<file path="src/rtl/aabb_pkg.sv">
// Shared constants, codes and types of the box overlap query table.
`default_nettype none

package aabb_pkg;

  localparam int NUM_SLOTS  = 32;
  localparam int COORD_BITS = 16;
  localparam int POS_W      = 16;
  localparam int SIZE_W     = 15;
  localparam int OWNER_W    = 16;
  localparam int SLOT_W     = 5;
  localparam int MAX_RES    = 32;

  localparam int IDX_W  = (NUM_SLOTS > 1) ? $clog2(NUM_SLOTS) : 1;
  localparam int SCAN_W = $clog2(NUM_SLOTS + 1);
  localparam int CNT_W  = $clog2(MAX_RES + 1);
  localparam int SUM_W  = ((COORD_BITS > SIZE_W) ? COORD_BITS : SIZE_W + 1) + 1;

  localparam logic [1:0] REQ_WRITE  = 2'd0;
  localparam logic [1:0] REQ_REMOVE = 2'd1;
  localparam logic [1:0] REQ_POINT  = 2'd2;
  localparam logic [1:0] REQ_RECT   = 2'd3;

  localparam logic [1:0] FILT_SOLID = 2'd1;
  localparam logic [1:0] FILT_TRIG  = 2'd2;

  typedef struct packed {
    logic signed [COORD_BITS-1:0] x;
    logic signed [COORD_BITS-1:0] y;
    logic [SIZE_W-1:0]            w;
    logic [SIZE_W-1:0]            h;
    logic [OWNER_W-1:0]           owner;
  } box_t;

  typedef struct packed {
    logic dying;
    logic trig;
    logic active;
    logic valid;
  } flags_t;

  typedef struct packed {
    logic match;
    logic dying;
  } test_t;

endpackage

`default_nettype wire

</file>
<file path="src/rtl/aabb_req_if.sv">
// Request channel interface of the box overlap query table.
`default_nettype none

interface aabb_req_if import aabb_pkg::*; ();
  logic                    valid;
  logic                    ready;
  logic [1:0]              req_type;
  logic [SLOT_W-1:0]       slot_index;
  logic signed [POS_W-1:0] pos_x;
  logic signed [POS_W-1:0] pos_y;
  logic [SIZE_W-1:0]       size_w;
  logic [SIZE_W-1:0]       size_h;
  logic [OWNER_W-1:0]      owner_id;
  logic                    active_in;
  logic                    trigger_in;
  logic                    dying_in;
  logic [1:0]              type_filter;
  logic                    list_mode;

  modport source (
    output valid, req_type, slot_index, pos_x, pos_y, size_w, size_h, owner_id,
           active_in, trigger_in, dying_in, type_filter, list_mode,
    input  ready
  );

  modport sink (
    input  valid, req_type, slot_index, pos_x, pos_y, size_w, size_h, owner_id,
           active_in, trigger_in, dying_in, type_filter, list_mode,
    output ready
  );
endinterface

`default_nettype wire

</file>
<file path="src/rtl/aabb_res_if.sv">
// Result channel interface of the box overlap query table.
`default_nettype none

interface aabb_res_if import aabb_pkg::*; ();
  logic               valid;
  logic               ready;
  logic               hit;
  logic [SLOT_W-1:0]  hit_slot;
  logic [OWNER_W-1:0] hit_owner;
  logic               last;

  modport source (
    output valid, hit, hit_slot, hit_owner, last,
    input  ready
  );

  modport sink (
    input  valid, hit, hit_slot, hit_owner, last,
    output ready
  );
endinterface

`default_nettype wire

</file>
<file path="src/rtl/aabb_overlap_query_table.sv">
// Top level of the box overlap query table: slot flags, scan sequencer and result register.
//
// Channel  Modport  Direction  Payload
// req_i    sink     in         req_type, slot_index, pos_x, pos_y, size_w, size_h,
//                              owner_id, active_in, trigger_in, dying_in, type_filter,
//                              list_mode
// res_o    source   out        hit, hit_slot, hit_owner, last
//
// A write or remove transaction completes in the cycle it is accepted.
// A query scans one slot per cycle, unless a held result stalls it, through the registered
// memory read port; an any-hit query ends right after its first match.
// Requests are not taken while a query runs; a held result stalls the scan.
// Reset clears all slot flags at once; the box memory needs no clearing.
`default_nettype none

module aabb_overlap_query_table import aabb_pkg::*; (
  input  wire logic clk_i,
  input  wire logic rst_ni,
  aabb_req_if.sink  req_i,
  aabb_res_if.source res_o
);

  localparam logic [1:0] ST_IDLE  = 2'd0;
  localparam logic [1:0] ST_SCAN  = 2'd1;
  localparam logic [1:0] ST_FLUSH = 2'd2;

  logic [1:0] state_q, state_d;

  flags_t flags_q [NUM_SLOTS];
  flags_t flag_rd_q;

  logic                         req_acc;
  logic                         slot_ok;
  logic [IDX_W-1:0]             widx;
  logic                         mem_we;
  box_t                         mem_wdata;
  box_t                         mem_rdata;
  logic                         rd_en;

  logic [SCAN_W-1:0]            rd_idx_q, rd_idx_d;
  logic                         cmp_vld_q, cmp_vld_d;
  logic [IDX_W-1:0]             cmp_idx_q, cmp_idx_d;
  logic [CNT_W-1:0]             cnt_q, cnt_d;
  logic                         pend_vld_q, pend_vld_d;
  logic [IDX_W-1:0]             pend_slot_q, pend_slot_d;
  logic [OWNER_W-1:0]           pend_owner_q, pend_owner_d;

  logic signed [COORD_BITS-1:0] qx_q, qy_q;
  logic [SIZE_W-1:0]            qw_q, qh_q;
  logic                         rect_q;
  logic [1:0]                   filt_q;
  logic                         list_q;

  logic                         out_vld_q, out_vld_d;
  logic                         out_hit_q, out_hit_d;
  logic [SLOT_W-1:0]            out_slot_q, out_slot_d;
  logic [OWNER_W-1:0]           out_owner_q, out_owner_d;
  logic                         out_last_q, out_last_d;

  test_t                        tst;
  logic                         out_free;
  logic                         push;
  logic                         stall;

  assign req_i.ready = (state_q == ST_IDLE);
  assign req_acc     = req_i.valid && req_i.ready;
  assign slot_ok     = int'(req_i.slot_index) < NUM_SLOTS;
  assign widx        = IDX_W'(req_i.slot_index);
  assign mem_we      = req_acc && (req_i.req_type == REQ_WRITE) && slot_ok;

  assign mem_wdata.x     = req_i.pos_x[COORD_BITS-1:0];
  assign mem_wdata.y     = req_i.pos_y[COORD_BITS-1:0];
  assign mem_wdata.w     = req_i.size_w;
  assign mem_wdata.h     = req_i.size_h;
  assign mem_wdata.owner = req_i.owner_id;

  assign out_free = !out_vld_q || res_o.ready;

  aabb_box_ram u_ram (
    .clk_i   (clk_i),
    .we_i    (mem_we),
    .waddr_i (widx),
    .wdata_i (mem_wdata),
    .re_i    (rd_en),
    .raddr_i (rd_idx_q[IDX_W-1:0]),
    .rdata_o (mem_rdata)
  );

  aabb_box_test u_test (
    .box_i   (mem_rdata),
    .flags_i (flag_rd_q),
    .qx_i    (qx_q),
    .qy_i    (qy_q),
    .qw_i    (qw_q),
    .qh_i    (qh_q),
    .rect_i  (rect_q),
    .filt_i  (filt_q),
    .test_o  (tst)
  );

  always_ff @(posedge clk_i or negedge rst_ni) begin
    if (!rst_ni) begin
      for (int i = 0; i < NUM_SLOTS; i++) begin
        flags_q[i] <= '0;
      end
    end else if (req_acc && slot_ok && (req_i.req_type == REQ_WRITE)) begin
      flags_q[widx] <= '{dying: req_i.dying_in, trig: req_i.trigger_in,
                         active: req_i.active_in, valid: 1'b1};
    end else if (req_acc && slot_ok && (req_i.req_type == REQ_REMOVE)) begin
      flags_q[widx] <= '0;
    end
  end

  always_ff @(posedge clk_i) begin
    if (rd_en) begin
      flag_rd_q <= flags_q[rd_idx_q[IDX_W-1:0]];
    end
    if (req_acc) begin
      qx_q   <= req_i.pos_x[COORD_BITS-1:0];
      qy_q   <= req_i.pos_y[COORD_BITS-1:0];
      qw_q   <= req_i.size_w;
      qh_q   <= req_i.size_h;
      rect_q <= (req_i.req_type == REQ_RECT);
      filt_q <= req_i.type_filter;
      list_q <= req_i.list_mode;
    end
  end

  always_comb begin
    state_d      = state_q;
    rd_idx_d     = rd_idx_q;
    cmp_vld_d    = cmp_vld_q;
    cmp_idx_d    = cmp_idx_q;
    cnt_d        = cnt_q;
    pend_vld_d   = pend_vld_q;
    pend_slot_d  = pend_slot_q;
    pend_owner_d = pend_owner_q;
    out_vld_d    = out_vld_q && !res_o.ready;
    out_hit_d    = out_hit_q;
    out_slot_d   = out_slot_q;
    out_owner_d  = out_owner_q;
    out_last_d   = out_last_q;
    push         = 1'b0;
    stall        = 1'b0;
    rd_en        = 1'b0;

    unique case (state_q)
      ST_IDLE: begin
        if (req_acc && ((req_i.req_type == REQ_POINT) || (req_i.req_type == REQ_RECT))) begin
          state_d    = ST_SCAN;
          rd_idx_d   = '0;
          cmp_vld_d  = 1'b0;
          cnt_d      = '0;
          pend_vld_d = 1'b0;
        end
      end
      ST_SCAN: begin
        if (cmp_vld_q && tst.match && !list_q) begin
          push        = 1'b1;
          out_hit_d   = 1'b1;
          out_slot_d  = SLOT_W'(cmp_idx_q);
          out_owner_d = mem_rdata.owner;
          out_last_d  = 1'b1;
        end else if (cmp_vld_q && tst.match && !tst.dying && pend_vld_q) begin
          push        = 1'b1;
          out_hit_d   = 1'b1;
          out_slot_d  = SLOT_W'(pend_slot_q);
          out_owner_d = pend_owner_q;
          out_last_d  = 1'b0;
        end
        stall = push && !out_free;
        if (!stall) begin
          if (push) begin
            out_vld_d = 1'b1;
          end
          if (cmp_vld_q && tst.match && !list_q) begin
            state_d   = ST_IDLE;
            cmp_vld_d = 1'b0;
          end else if (cmp_vld_q && tst.match && !tst.dying
                       && (cnt_q == CNT_W'(MAX_RES - 1))) begin
            pend_vld_d   = 1'b1;
            pend_slot_d  = cmp_idx_q;
            pend_owner_d = mem_rdata.owner;
            cnt_d        = cnt_q + CNT_W'(1);
            state_d      = ST_FLUSH;
            cmp_vld_d    = 1'b0;
          end else begin
            if (cmp_vld_q && tst.match && !tst.dying) begin
              pend_vld_d   = 1'b1;
              pend_slot_d  = cmp_idx_q;
              pend_owner_d = mem_rdata.owner;
              cnt_d        = cnt_q + CNT_W'(1);
            end
            if (int'(rd_idx_q) < NUM_SLOTS) begin
              rd_en     = 1'b1;
              cmp_vld_d = 1'b1;
              cmp_idx_d = rd_idx_q[IDX_W-1:0];
              rd_idx_d  = rd_idx_q + SCAN_W'(1);
            end else begin
              cmp_vld_d = 1'b0;
              if (!cmp_vld_q) begin
                state_d = ST_FLUSH;
              end
            end
          end
        end
      end
      ST_FLUSH: begin
        push = 1'b1;
        if (list_q && pend_vld_q) begin
          out_hit_d   = 1'b1;
          out_slot_d  = SLOT_W'(pend_slot_q);
          out_owner_d = pend_owner_q;
        end else begin
          out_hit_d   = 1'b0;
          out_slot_d  = '0;
          out_owner_d = '0;
        end
        out_last_d = 1'b1;
        stall      = !out_free;
        if (!stall) begin
          out_vld_d = 1'b1;
          state_d   = ST_IDLE;
        end
      end
      default: begin
        state_d = ST_IDLE;
      end
    endcase

    if (stall) begin
      out_hit_d   = out_hit_q;
      out_slot_d  = out_slot_q;
      out_owner_d = out_owner_q;
      out_last_d  = out_last_q;
    end
  end

  always_ff @(posedge clk_i or negedge rst_ni) begin
    if (!rst_ni) begin
      state_q    <= ST_IDLE;
      rd_idx_q   <= '0;
      cmp_vld_q  <= 1'b0;
      cnt_q      <= '0;
      pend_vld_q <= 1'b0;
      out_vld_q  <= 1'b0;
    end else begin
      state_q    <= state_d;
      rd_idx_q   <= rd_idx_d;
      cmp_vld_q  <= cmp_vld_d;
      cnt_q      <= cnt_d;
      pend_vld_q <= pend_vld_d;
      out_vld_q  <= out_vld_d;
    end
  end

  always_ff @(posedge clk_i) begin
    cmp_idx_q    <= cmp_idx_d;
    pend_slot_q  <= pend_slot_d;
    pend_owner_q <= pend_owner_d;
    out_hit_q    <= out_hit_d;
    out_slot_q   <= out_slot_d;
    out_owner_q  <= out_owner_d;
    out_last_q   <= out_last_d;
  end

  assign res_o.valid     = out_vld_q;
  assign res_o.hit       = out_hit_q;
  assign res_o.hit_slot  = out_slot_q;
  assign res_o.hit_owner = out_owner_q;
  assign res_o.last      = out_last_q;

  a_pend_has_count: assert property (@(posedge clk_i) disable iff (!rst_ni)
    pend_vld_q |-> (cnt_q != '0))
    else $error("Pending hit without a hit count.");

  a_count_bound: assert property (@(posedge clk_i) disable iff (!rst_ni)
    int'(cnt_q) <= MAX_RES)
    else $error("Hit count exceeds the list limit.");

  a_stall_holds_scan: assert property (@(posedge clk_i) disable iff (!rst_ni)
    ((state_q == ST_SCAN) && stall) |=> $stable(rd_idx_q))
    else $error("Scan address moved during a result stall.");

  a_idle_no_compare: assert property (@(posedge clk_i) disable iff (!rst_ni)
    (state_q == ST_IDLE) |-> !cmp_vld_q)
    else $error("Compare stage busy while idle.");

endmodule

`default_nettype wire

</file>
<file path="src/rtl/aabb_box_ram.sv">
// Box storage memory with one write port and one registered read port.
`default_nettype none

module aabb_box_ram import aabb_pkg::*; (
  input  wire logic             clk_i,
  input  wire logic             we_i,
  input  wire logic [IDX_W-1:0] waddr_i,
  input  wire box_t             wdata_i,
  input  wire logic             re_i,
  input  wire logic [IDX_W-1:0] raddr_i,
  output box_t                  rdata_o
);

  box_t mem [NUM_SLOTS];
  box_t rdata_q;

  always_ff @(posedge clk_i) begin
    if (we_i) begin
      mem[waddr_i] <= wdata_i;
    end
  end

  always_ff @(posedge clk_i) begin
    if (re_i) begin
      rdata_q <= mem[raddr_i];
    end
  end

  assign rdata_o = rdata_q;

endmodule

`default_nettype wire

</file>
<file path="src/rtl/aabb_box_test.sv">
// Shared overlap test unit: usability filter plus point or rect compare of one box.
`default_nettype none

module aabb_box_test import aabb_pkg::*; (
  input  wire box_t                         box_i,
  input  wire flags_t                       flags_i,
  input  wire logic signed [COORD_BITS-1:0] qx_i,
  input  wire logic signed [COORD_BITS-1:0] qy_i,
  input  wire logic [SIZE_W-1:0]            qw_i,
  input  wire logic [SIZE_W-1:0]            qh_i,
  input  wire logic                         rect_i,
  input  wire logic [1:0]                   filt_i,
  output test_t                             test_o
);

  logic signed [SUM_W-1:0] bx, by, bx_end, by_end;
  logic signed [SUM_W-1:0] qx, qy, qx_end, qy_end;
  logic                    usable;
  logic                    geo;

  always_comb begin
    bx     = SUM_W'(box_i.x);
    by     = SUM_W'(box_i.y);
    bx_end = bx + SUM_W'($signed({1'b0, box_i.w}));
    by_end = by + SUM_W'($signed({1'b0, box_i.h}));
    qx     = SUM_W'(qx_i);
    qy     = SUM_W'(qy_i);
    qx_end = qx + SUM_W'($signed({1'b0, qw_i}));
    qy_end = qy + SUM_W'($signed({1'b0, qh_i}));

    usable = flags_i.valid && flags_i.active
             && !(flags_i.trig && (filt_i == FILT_SOLID))
             && !(!flags_i.trig && (filt_i == FILT_TRIG));

    if (rect_i) begin
      geo = (qx < bx_end) && (qx_end > bx) && (qy < by_end) && (qy_end > by);
    end else begin
      geo = (qx >= bx) && (qx <= bx_end) && (qy >= by) && (qy <= by_end);
    end

    test_o.match = usable && geo;
    test_o.dying = flags_i.dying;
  end

endmodule

`default_nettype wire
</file>
<file path="src/flat_wrapper.sv">
// flat-port wrapper written by rule: the top's interface ports become plain ports
module aabb_overlap_query_table_flat import aabb_pkg::*;
  (clk_i, rst_ni, req_i_valid, req_i_req_type, req_i_slot_index, req_i_pos_x, req_i_pos_y, req_i_size_w, req_i_size_h, req_i_owner_id, req_i_active_in, req_i_trigger_in, req_i_dying_in, req_i_type_filter, req_i_list_mode, req_i_ready, res_o_valid, res_o_hit, res_o_hit_slot, res_o_hit_owner, res_o_last, res_o_ready);
  aabb_req_if req_i_i ();
  aabb_res_if res_o_i ();
  input  wire logic clk_i;
  input  wire logic rst_ni;
  input wire logic [$bits(req_i_i.valid)-1:0] req_i_valid;
  input wire logic [$bits(req_i_i.req_type)-1:0] req_i_req_type;
  input wire logic [$bits(req_i_i.slot_index)-1:0] req_i_slot_index;
  input wire logic [$bits(req_i_i.pos_x)-1:0] req_i_pos_x;
  input wire logic [$bits(req_i_i.pos_y)-1:0] req_i_pos_y;
  input wire logic [$bits(req_i_i.size_w)-1:0] req_i_size_w;
  input wire logic [$bits(req_i_i.size_h)-1:0] req_i_size_h;
  input wire logic [$bits(req_i_i.owner_id)-1:0] req_i_owner_id;
  input wire logic [$bits(req_i_i.active_in)-1:0] req_i_active_in;
  input wire logic [$bits(req_i_i.trigger_in)-1:0] req_i_trigger_in;
  input wire logic [$bits(req_i_i.dying_in)-1:0] req_i_dying_in;
  input wire logic [$bits(req_i_i.type_filter)-1:0] req_i_type_filter;
  input wire logic [$bits(req_i_i.list_mode)-1:0] req_i_list_mode;
  output wire logic [$bits(req_i_i.ready)-1:0] req_i_ready;
  output wire logic [$bits(res_o_i.valid)-1:0] res_o_valid;
  output wire logic [$bits(res_o_i.hit)-1:0] res_o_hit;
  output wire logic [$bits(res_o_i.hit_slot)-1:0] res_o_hit_slot;
  output wire logic [$bits(res_o_i.hit_owner)-1:0] res_o_hit_owner;
  output wire logic [$bits(res_o_i.last)-1:0] res_o_last;
  input wire logic [$bits(res_o_i.ready)-1:0] res_o_ready;
  assign req_i_i.valid = req_i_valid;
  assign req_i_i.req_type = req_i_req_type;
  assign req_i_i.slot_index = req_i_slot_index;
  assign req_i_i.pos_x = req_i_pos_x;
  assign req_i_i.pos_y = req_i_pos_y;
  assign req_i_i.size_w = req_i_size_w;
  assign req_i_i.size_h = req_i_size_h;
  assign req_i_i.owner_id = req_i_owner_id;
  assign req_i_i.active_in = req_i_active_in;
  assign req_i_i.trigger_in = req_i_trigger_in;
  assign req_i_i.dying_in = req_i_dying_in;
  assign req_i_i.type_filter = req_i_type_filter;
  assign req_i_i.list_mode = req_i_list_mode;
  assign req_i_ready = req_i_i.ready;
  assign res_o_valid = res_o_i.valid;
  assign res_o_hit = res_o_i.hit;
  assign res_o_hit_slot = res_o_i.hit_slot;
  assign res_o_hit_owner = res_o_i.hit_owner;
  assign res_o_last = res_o_i.last;
  assign res_o_i.ready = res_o_ready;
  aabb_overlap_query_table u_core (.clk_i(clk_i), .rst_ni(rst_ni), .req_i(req_i_i), .res_o(res_o_i));
endmodule
</file>
<file path="config.mk">
export PLATFORM = sky130hd
export DESIGN_NAME = aabb_overlap_query_table_flat
export DESIGN_NICKNAME = d
export VERILOG_FILES = /design/src/rtl/aabb_pkg.sv /design/src/rtl/aabb_req_if.sv /design/src/rtl/aabb_res_if.sv /design/src/rtl/aabb_overlap_query_table.sv /design/src/rtl/aabb_box_ram.sv /design/src/rtl/aabb_box_test.sv /design/src/flat_wrapper.sv
export SDC_FILE = /design/constraint.sdc
export NUM_CORES = 2
export LEC_CHECK = 0
export ABC_AREA = 1
export BUFFER_PORTS_ARGS = -buffer_cell sky130_fd_sc_hd__buf_2
export CAP_MARGIN = 5
export CELL_PAD_IN_SITES_DETAIL_PLACEMENT = 1
export CELL_PAD_IN_SITES_GLOBAL_PLACEMENT = 1
export CORE_MARGIN = 3
export CORE_UTILIZATION = 52
export DETAILED_ROUTE_END_ITERATION = 12
export GPL_TIMING_DRIVEN = 0
export MAX_ROUTING_LAYER = met4
export PLACE_DENSITY_LB_ADDON = 0.1
export SLEW_MARGIN = 20
export SYNTH_ARGS = -nofsm -noshare
export SYNTH_HDL_FRONTEND = slang
export SYNTH_SLANG_ARGS = --single-unit
</file>
<file path="constraint.sdc">
create_clock -name clk_i -period 9.22 [get_ports clk_i]
set_input_delay 0.922 -clock clk_i [delete_from_list [all_inputs] [get_ports clk_i]]
set_output_delay 0.922 -clock clk_i [all_outputs]
set_load 0.01 [all_outputs]
</file>
==> summary.md <==
| Metric | Value |
|---|---|
| Hold depth | `1` |
| Crit-path leading delay family | `simple AND/OR/NAND/NOR gates` |
| H-Tree Depth | `5` |
| Top cells by count, synth | `edfxtp_1 (2,693), o21ai_0 (1,867), nor2_1 (1,785)` |
| Die height | `478.1 microns` |
| Seq cells post-synth | `2,838` |
| Period utilization | `81.28%` |
| Hold WC Path Type | `in2reg` |
| Hold path start | `req_i_type_filter[0]` |
| Worst R2R Setup Slack | `1.73 ns` |
| Dominant cell by count in the synthesized netlist | `edfxtp_1` |
| Post-Syn Area per Cell | `12.41 sq um` |
| Pwr/cell area | `307.3 nW/um^2` |
| DRT iter0 DRCs | `15,970` |
| Critical path class | `reg2reg` |
| # rows | `172` |
| Synthesized area | `115,900 sq um` |
| CTS sink count | `2,838` |
| VDD IR max | `0.2229 mV` |
| Grt ovf | `0` |
| RSZ-0062 raised after global routing | `false` |
| Area growth syn-to-layout | `15.50%` |
| Number of enable flip-flop cells after synthesis | `2,693` |
| Synth Flop Type | `edfxtp_1` |
| Setup violators final | `0` |
| RR Endpoint | `u_core.u_ram.rdata_o[48]` |
| CTS tree | `yes` |
| Leakage power | `45.87 nW` |
| Seq/Total Area, Yosys | `72.90%` |
| Antenna-violating nets left | `0` |
| Startpoint types | `flip-flop` |
| Ys async rst share | `5.109%` |
| I/O pins | `120` |
| Clock root buffer master | `clkbuf_16` |
| Slew Viols, Final | `0` |
| Via count | `91,390` |
| Most frequent CP cell | `nand2_1` |
| Bufs on Longest Clock Path | `4` |
| Fin. Hold Viols | `0` |
| GR Util All Layers | `45.92%` |
| Yosys cell types | `48` |
| Initial antenna violation count | `86` |
| Vias in the first global route | `90,140` |
| Worst rel slew slack | `7.924%` |
| WHS Endpoint | `u_core.filt_q[0]` |
| Detailed Place HPWL | `357.8 mm` |
| First-pass GRT wire length | `705.1 mm` |
| Run status | `finished, final reports clean` |
| Final Instance Area | `133,900 sq um` |
| Endpoint type of the worst setup path | `flip-flop` |
| Synth area leader | `edfxtp_1` |
| Total power draw | `41.14 mW` |
| Fmax | `133.4 MHz` |
| CP max FO | `23` |
| Die extent in x | `478.1 microns` |
| Synth top area cells | `edfxtp_1 (70%), o21ai_0 (8.1%), nor2_1 (5.8%)` |
| Top routing layer used | `met4` |
| Max-Cap Viols | `0` |
| Net Count, Synth | `9,607` |
| Final GP Congestion | `0.9821` |
| Clock period minus worst slack | `7.494 ns` |
| Critical path's slowest cell | `edfxtp_1` |
| Final #Nets | `10,200` |
| Total die area | `228,600 sq um` |
| Met1 Routed Length | `175.6 mm` |
| Clk_skew | `0.06776 ns` |
| Vias per cell | `6.924` |
| Met3 routed wirelength | `78.52 mm` |
| Starting Density | `52.54%` |
| Layout cells sized above 1 | `8.163%` |
| Cells after Synth | `9,343` |
| Met2 wire length | `223.0 mm` |
| Worst Path Required | `9.92 ns` |
| Max incr delay on CP | `0.89 ns` |
| Core box area | `220,600 sq um` |
| Post-CTS sizing | `0` |
| Fillers | `21,690` |
| Avg WL per Cell | `39.45 microns` |
| Final wirelength | `520.6 mm` |
| Clk Latency, worst-skew pair | `1.00 ns` |
| Post-synth top area share | `69.77%` |
| Post-route DRC | `0` |
| CTS Buf Count | `310` |
| Initial DRT Pass Iterations | `6` |
| Sum of buffers and inverters on the critical path | `7` |
| R2R cell count | `36` |
| Reg clk slew, reported paths | `0.06 ns` |
| RR Startpoint | `u_core.u_ram.rdata_o[16]` |
| Post CTS Setup Buffer Count | `0` |
| Placed Area | `124,300 sq um` |
| Number of synthesis warnings | `0` |
| Slew @ Worst Pin | `1.381 ns` |
| Port Buf Inserts | `118` |
| WP data arrival | `8.19 ns` |
| Largest net degree at the start of global routing | `92` |
## area by class of cell
type | instances | area [sq um] | area share [%]
well taps | 2958 | 3701 | 2.765
flip-flops and latches | 2838 | 84500 | 63.12
clock buffers | 400 | 8263 | 6.172
repair buffers | 281 | 4392 | 3.281
multi-input cells | 5578 | 28050 | 20.95
clock inverters | 119 | 991.0 | 0.7402
plain buffers | 607 | 2431 | 1.816
inverters | 320 | 1311 | 0.9795
diodes | 97 | 242.7 | 0.1813
## state kept, by name (all words and copies together), names as in the netlist, 2 cells and up
signal                  count
u_core.cmp_idx_q            5
u_core.pend_slot_q          5
u_core.u_ram.mem         2496
u_core.res_o.hit_owner     16
u_core.pend_owner_q        16
u_core.res_o.hit_slot       5
u_core.flags_q            128
u_core.cnt_q                6
u_core.filt_q               2
u_core.u_ram.rdata_o       78
u_core.rd_idx_q             6
u_core.qh_q                15
u_core.state_q              2
u_core.qw_q                15
u_core.qx_q                16
u_core.flag_rd_q            4
u_core.qy_q                16
## per-layer routing
| metal | GRT usage (%) | vias up |
|---|---|---|
| met2 | 64.66 | 8018 |
| li1 | - | 35650 |
| met4 | 31.63 | 0 |
| met3 | 16.82 | 1937 |
| met5 | - | - |
| met1 | 55.00 | 45780 |
## where the power goes
group          total, mW  switching (mW)  internal (mW)
clock network       11.9            5.19           6.71
logic               14.0            10.4           3.55
registers           15.3           0.537           14.7
## cells in the final DEF (no fill, tap or decap), drive strengths merged, types with 4 or more instances in the layout
master,netlist,layout
inv,318,323
nor3b,4,4
clkinvlp,0,5
ha,165,165
clkinv,2,96
o221ai,7,7
o22ai,777,777
nor2,1791,1791
fa,4,4
nand3,50,50
diode,0,97
nand4,36,36
o31ai,9,9
dfrtp,145,145
buf,64,343
xnor2,16,16
o21ai,1881,1881
o21a,5,5
nor4,5,5
a21oi,133,133
clkbuf,543,944
xor2,41,41
nor3,23,23
o2111ai,4,4
edfxtp,2693,2693
bufinv,0,15
nand2,568,568
o32ai,40,40
a21o,5,5
## how the worst max path moves through the flow
stage | startpoint | endpoint | slack, ns | cells past startpoint
CTS | u_core.u_ram.rdata_o[16] | u_core.u_ram.rdata_o[49] | 1.92 | 37
finish | u_core.u_ram.rdata_o[16] | u_core.u_ram.rdata_o[48] | 1.73 | 36
detailed placement | u_core.u_ram.rdata_o[16] | u_core.u_ram.rdata_o[22] | 1.96 | 37
global route | u_core.u_ram.rdata_o[16] | u_core.u_ram.rdata_o[49] | 1.43 | 37
global placement | req_i_req_type[0] | u_core.flags_q[26] | -4.81 | 7
floorplan | u_core.u_ram.rdata_o[46] | u_core.flag_rd_q[0] | 1.43 | 33
## kinds of logic after synthesis
group	after synthesis	synth area share, %
AND/OR/NAND/NOR	2484	8.333
XOR/XNOR	57	0.4307
AO/OA/AOI/OAI	2868	13.45
adder cells (fa/ha/maj)	169	1.850
buffers and inverters	927	3.040
flip-flops	2838	72.90
## repair_timing
action | CTS | global route
hold buffers | 1 | 0
endpoints found under the setup margin | 0 | 0
hold endpoints to repair | 54 | 0
## per-stage QoR
stage / setup TNS [ns] / setup WS (ns) / utilization [%] / std cells / hold WS (ns)
detailed placement: 0 / 1.960 / 56.36 / 12580 / 0.4380
global placement: -5208.85 / -4.811 / 54.49 / 12420 / 0.4342
global route: 0 / 1.431 / 60.66 / 13170 / 0.1167
CTS: 0 / 1.921 / 60.56 / 13100 / 0.09489
floorplan: 0 / 1.435 / - / 9343 / 0.4208
finish: 0 / 1.726 / 60.69 / 13200 / 0.1305
Note: power is estimated with default switching activity, not from simulation.
